File: src/rtl/phsi_pkg.sv
// shared types and constants for the plate hash set insert block
// no dependencies; imported by every module of the block
package phsi_pkg;

    localparam int NUM_BUCKETS  = 1024;
    localparam int BUCKET_DEPTH = 4;

    localparam int LETTER_W   = 8;
    localparam int NUMBER_W   = 10;
    localparam int REGION_W   = 10;
    localparam int ENTRY_W    = 3 * LETTER_W + REGION_W;
    localparam int BUCKET_W   = $clog2(NUM_BUCKETS);
    localparam int SLOT_W     = $clog2(BUCKET_DEPTH);
    localparam int COUNT_W    = $clog2(BUCKET_DEPTH + 1);
    localparam int FILL_W     = 3;
    localparam int STATUS_W   = 2;
    localparam int S_DATA_W   = 48;
    localparam int M_DATA_W   = 8;

    typedef logic [ENTRY_W-1:0]                   entry_t;
    typedef logic [BUCKET_DEPTH-1:0][ENTRY_W-1:0] row_t;
    typedef logic [COUNT_W-1:0]                   count_t;

    typedef enum logic [STATUS_W-1:0] {
        ST_INSERTED  = 2'd0,
        ST_DUPLICATE = 2'd1,
        ST_DROPPED   = 2'd2
    } status_t;

    // classified request as it waits in the queue
    typedef struct packed {
        logic                out_of_range;
        logic [BUCKET_W-1:0] bucket;
        entry_t              key;
    } req_t;

    // queue head as seen by the back end
    typedef struct packed {
        logic valid;
        req_t req;
    } q_head_t;

endpackage

File: src/rtl/phsi_front.sv
// front end: accepts plate requests, builds the key and bucket, holds a two-deep queue
// depends on phsi_pkg
module phsi_front (
    input  logic                                aclk,
    input  logic                                aresetn,
    input  logic                                s_tvalid,
    output logic                                s_tready,
    input  logic [phsi_pkg::S_DATA_W-1:0]       s_tdata,
    input  logic                                accept_en,
    output phsi_pkg::q_head_t                   head,
    input  logic                                pop
);
    import phsi_pkg::*;

    localparam int Q_DEPTH = 2;

    logic [LETTER_W-1:0] first_letter;
    logic [LETTER_W-1:0] second_letter;
    logic [NUMBER_W-1:0] plate_number;
    logic [LETTER_W-1:0] third_letter;
    logic [REGION_W-1:0] region_code;
    req_t                req_in;
    logic                push;

    req_t                q_mem_reg [Q_DEPTH];
    logic                wr_ptr_reg, wr_ptr_next;
    logic                rd_ptr_reg, rd_ptr_next;
    logic [1:0]          fill_reg, fill_next;

    assign first_letter  = s_tdata[7:0];
    assign second_letter = s_tdata[15:8];
    assign plate_number  = s_tdata[25:16];
    assign third_letter  = s_tdata[33:26];
    assign region_code   = s_tdata[43:34];

    always_comb begin
        req_in.out_of_range = ({1'b0, plate_number} >= (NUMBER_W+1)'(NUM_BUCKETS));
        req_in.bucket       = BUCKET_W'(plate_number);
        req_in.key          = {first_letter, second_letter, third_letter, region_code};
    end

    assign s_tready = accept_en && (fill_reg != 2'(Q_DEPTH));
    assign push     = s_tvalid && s_tready;

    assign head.valid = (fill_reg != 2'd0);
    assign head.req   = q_mem_reg[rd_ptr_reg];

    always_comb begin
        wr_ptr_next = push ? ~wr_ptr_reg : wr_ptr_reg;
        rd_ptr_next = pop  ? ~rd_ptr_reg : rd_ptr_reg;
        fill_next   = fill_reg + 2'(push) - 2'(pop);
    end

    always_ff @(posedge aclk) begin
        if (!aresetn) begin
            wr_ptr_reg <= 1'b0;
            rd_ptr_reg <= 1'b0;
            fill_reg   <= 2'd0;
        end else begin
            wr_ptr_reg <= wr_ptr_next;
            rd_ptr_reg <= rd_ptr_next;
            fill_reg   <= fill_next;
        end
    end

    always_ff @(posedge aclk) begin
        if (push) begin
            q_mem_reg[wr_ptr_reg] <= req_in;
        end
    end

endmodule

File: config.mk
export PLATFORM = sky130hd
export DESIGN_NAME = phsi_front
export DESIGN_NICKNAME = d
export VERILOG_FILES = /design/src/rtl/phsi_pkg.sv /design/src/rtl/phsi_front.sv
export SDC_FILE = /design/constraint.sdc
export NUM_CORES = 1
export LEC_CHECK = 0
export BUFFER_PORTS_ARGS = -buffer_cell sky130_fd_sc_hd__buf_2
export CORE_AREA = 2 2 103 75
export CTS_CLUSTER_SIZE = 8
export DETAILED_ROUTE_END_ITERATION = 6
export DIE_AREA = 0 0 105 77
export PLACE_DENSITY_LB_ADDON = 0.08
export SYNTH_ARGS = -nofsm -noshare
export SYNTH_HDL_FRONTEND = slang
export SYNTH_SLANG_ARGS = --single-unit
File: constraint.sdc
create_clock -name aclk -period 4.8 [get_ports aclk]
set_clock_uncertainty 0.2 [all_clocks]
set_input_delay 0.96 -clock aclk [delete_from_list [all_inputs] [get_ports aclk]]
set_output_delay 0.96 -clock aclk [all_outputs]
set_load 0.01 [all_outputs]
[Yosys cells after proc, flatten, opt, wreduce, memory -nomap -nowiden]
Memory sizes are Yosys's and may differ from the RTL's. A register that Yosys moved wholly into a read port is not among the register bits.
Index checks and enable logic that the tools add are counted.
Word-level totals
  output and inout port bits: 47
  RAM bits: 88
  latch bits: 0
  input bits: 53
  memories kept: 1
  logic and storage cells: 16
  ROM bits: 0
  flip-flop bits (word level): 4
Operators by class
  $mul: 0
  equality and inequality tests: 1
  mux-type cells: 4
  add/sub/neg operators: 2
  shift-type cells: 0
  reduce and logical (&&, ||, !) cells: 3
  div/mod/pow operators: 0
  magnitude comparators: 0
  bitwise logic cells: 2
Memory list
  q_mem_reg: depth 2, bits a word 44, read ports 1, clocked after memory_dff 1, wr ports 1, line phsi_front.sv:25  | req_t q_mem_reg [Q_DEPTH];
Operators with widths (count)
  1-bit two-way mux: 4
  2-bit by 1-bit adder with 2-bit output: 1
  1-bit logical AND: 2
  2-bit inequality test, second input constant: 1
  1-bit NOT: 2
  2-bit nonzero test: 1
  2-bit by 1-bit subtractor with 2-bit output: 1

[Logic depth before layout (Yosys ltp)]
  depth after elaboration: 5
  gate-level depth with buffers: 7
  gate-level depth less buffers: 7

[Least setup slack after synthesis]
OpenSTA, ideal clock, no wires.
  kind: input to register
  from: in s_tvalid
  to: mem q_mem_reg[0][0] (netlist bit), enable pin
  stages on the path: 2
  data required time: 4.149 ns
  path buffers: 0
  setup time: 0.451 ns
  path slack: 0.984 ns
  data arrival time: 3.165 ns
  path through: and3_1 -> nor2b_1
On the way
  longest elaborated chain between the ends: 3
RTL lines
  start, declared: line phsi_front.sv:6  | input logic s_tvalid,
  1-bit logical AND: line phsi_front.sv:43  | assign push = s_tvalid && s_tready;
  1-bit two-way mux: line phsi_front.sv:67  | if (push) begin
  1-bit two-way mux (not written as such): line phsi_front.sv:68  | q_mem_reg[wr_ptr_reg] <= req_in;
  end, declared: line phsi_front.sv:25
Every way passes these cells.

==> results.yml <==
synth:
  synth_top_area_cell: "edfxtp_1"
  synth_ff_type: "edfxtp_1"
  seq_area_frac_synth_pct: 75.5
  synth_edf_count: 88
  syn_area_um2: 3630
  ys_warn_count: 0
  synth.most_common_cell: "edfxtp_1"
  synth.avg_cell_area_um2: 21.9
  netlist-cell-type-count: 21
  synth_commonest_cells: "edfxtp_1 (88), mux2_4 (40), dfxtp_1 (5)"
  synth_area_leaders: "edfxtp_1 (73%), mux2_4 (17%), dfxtp_1 (2.8%)"
  synthesis.nets: 221
  synth_top_area_share_pct: 72.8
  async_flop_share_pct: 0
  synth-seq-cells: 93
  syn_inst: 166
global_route:
  grt_max_degree: 45
  grt_pass1_vias: 1791
  overflow: 0
  grt.total_usage_pct: 14.2
  grt_pass1_wl_um: 8430
  antenna_found_initial: 0
setup_path:
  critPathKind: "reg -> out"
  ff2ff_path_depth: 4
  r2r-start: "fill_reg[0]"
  reg2reg_slack_ns: 2.50
  critPathLaunchType: "flop"
  crit_end: "head[43]"
  endpoint_kind: "output port"
  crit_fanout: 25
  cp_data_arrival_time_ns: 2.17
  rr_endpoint: "q_mem_reg[0][24]"
  cp.required_ns: 3.64
clocking:
  cts_resized: 0
  h-tree-depth: 3
  clk_path_buf_depth: 2
  cts_tree: "built"
  cts.clk_slew.worst_paths_ns: 0.08
  clkSinkCount: 93
  ctsHoldBuffers: 0
  post-cts-setup-buffer-count: 0
  cts-root-buf: "clkbuf_8"
  insertion_delay_ns: 0.35
  cts_made_buffers: 9
cells_and_area:
  regArea_um2: 2740
  multi_input_area_um2: 787
  synthToLayoutAreaGrowth_pct: 19.5
  n_antenna_cell: 0
  filler_cell_count: 578
  largest_reg_flops: 88
  drive_gt1_share_pct: 57.7
  nets: 322
route:
  drtIter0Drc: 31
  viasPerCell: 4.72
  routed_wl_um: 5420
  ant_nets: 0
  firstDrtPassIters: 4
  dr_total_vias: 1747
  routedWlPerCell_um: 14.7
  drc: 0
sta:
  timing.slew.headroom_pct: 28.4
  hold_viol_final: 0
  hold_slack_ns: 0.316
  fmaxAchievable_mhz: 300
  tightestPinTransition_ns: 1.07
  maxSlewViolCount: 0
  rsz0062_at_grt: "no"
  worst_slack_ns: 1.47
  setup_tns_ns: 0
  setup_viol: 0
  fin_crit_ns: 3.33
  finalCritPeriodShare_pct: 69.5
power:
  vdd.ir_drop.worst_mv: 0.192
  p_per_area_nw_per_um2: 381
  leakagePower_nw: 1.72
floorplanning:
  die_w_um: 105
  start_util_pct: 51.2
  core_um2: 7090
  ios: 100
  dieHeight_um: 77
  num_rows: 26
  dieArea_um2: 8090
flow_run:
  drv_cap: 0
place:
  globalplace.congestion: 0.725
  dp_slack_ns: 1.81
  port_buffers: 94
run_status:
  status: "finished clean"
min_path:
  hp-class: "reg -> reg"
==> report_power, final <==
| group | internal (W) | leakage, nW | switching, W | total [W] |
|---|---|---|---|---|
| clock | 0.000240 | 0.0920 | 0.000255 | 0.000495 |
| sequential | 0.000933 | 0.847 | 0.0000193 | 0.000952 |
| combinational | 0.000111 | 0.778 | 0.0000939 | 0.000205 |
| total | 0.00128 | 1.72 | 0.000368 | 0.00165 |
==> cells by family after synthesis <==
kind of cell | share of synthesized area (%)
fa+ha+maj | 0.689
simple gates | 2.10
buf+inv | 3.03
xor+xnor | 0.483
other cells | 0.103
mux | 18.1
flops | 75.5
==> worst min-delay path by stage <==
stage | startpoint | cells past startpoint | to
after floorplan | wr_ptr_reg | 2 | wr_ptr_reg
after global placement | rd_ptr_reg | 2 | rd_ptr_reg
after detailed placement | wr_ptr_reg | 2 | wr_ptr_reg
after CTS | wr_ptr_reg | 2 | wr_ptr_reg
after global routing | wr_ptr_reg | 2 | wr_ptr_reg
final | wr_ptr_reg | 2 | wr_ptr_reg
==> cells in the final DEF (no fill, tap or decap), drive strengths merged, types with 2 or more instances in the layout <==
cell and instances:
nand2b 2, buf 96, inv 4, clkinv 3, nor2 3, clkbuf 10, and2 4, dfxtp 5
ha 2, edfxtp 88, mux2 44
==> critical path, cell delays in order, from the launching register on <==
cell and delay (ns):
dfxtp_2 0.74, buf_4 0.53, mux2_2 0.40, buf_2 0.14
==> area by class of cell <==
type                            count  share of cell area (%)
Clock buffer                       10                    2.94
Clock inverter                      6                    1.44
Inverter                            3                   0.259
Multi-Input combinational cell     64                    18.1
Sequential cell                    93                    63.2
Tap cell                           98                    2.83
Timing Repair Buffer               96                    11.2
==> layer usage <==
metal | GRT usage [%] | wire length, um
met1 | 14.2 | 2030
met2 | 25.6 | 2900
met3 | 6.80 | 419
met4 | 5.20 | 68
met5 | 0 | 0
==> through the flow <==
step                cells  area [um2]  power [W]  util (%)
floorplan             166        3630    0.00111         -
global placement      354        4150    0.00118      58.5
detailed placement    354        4150    0.00118      58.5
CTS                   370        4340    0.00167      61.2
global route          370        4340    0.00172      61.2
finish                370        4340    0.00165      61.2
Power figures use the tool's default switching activity.
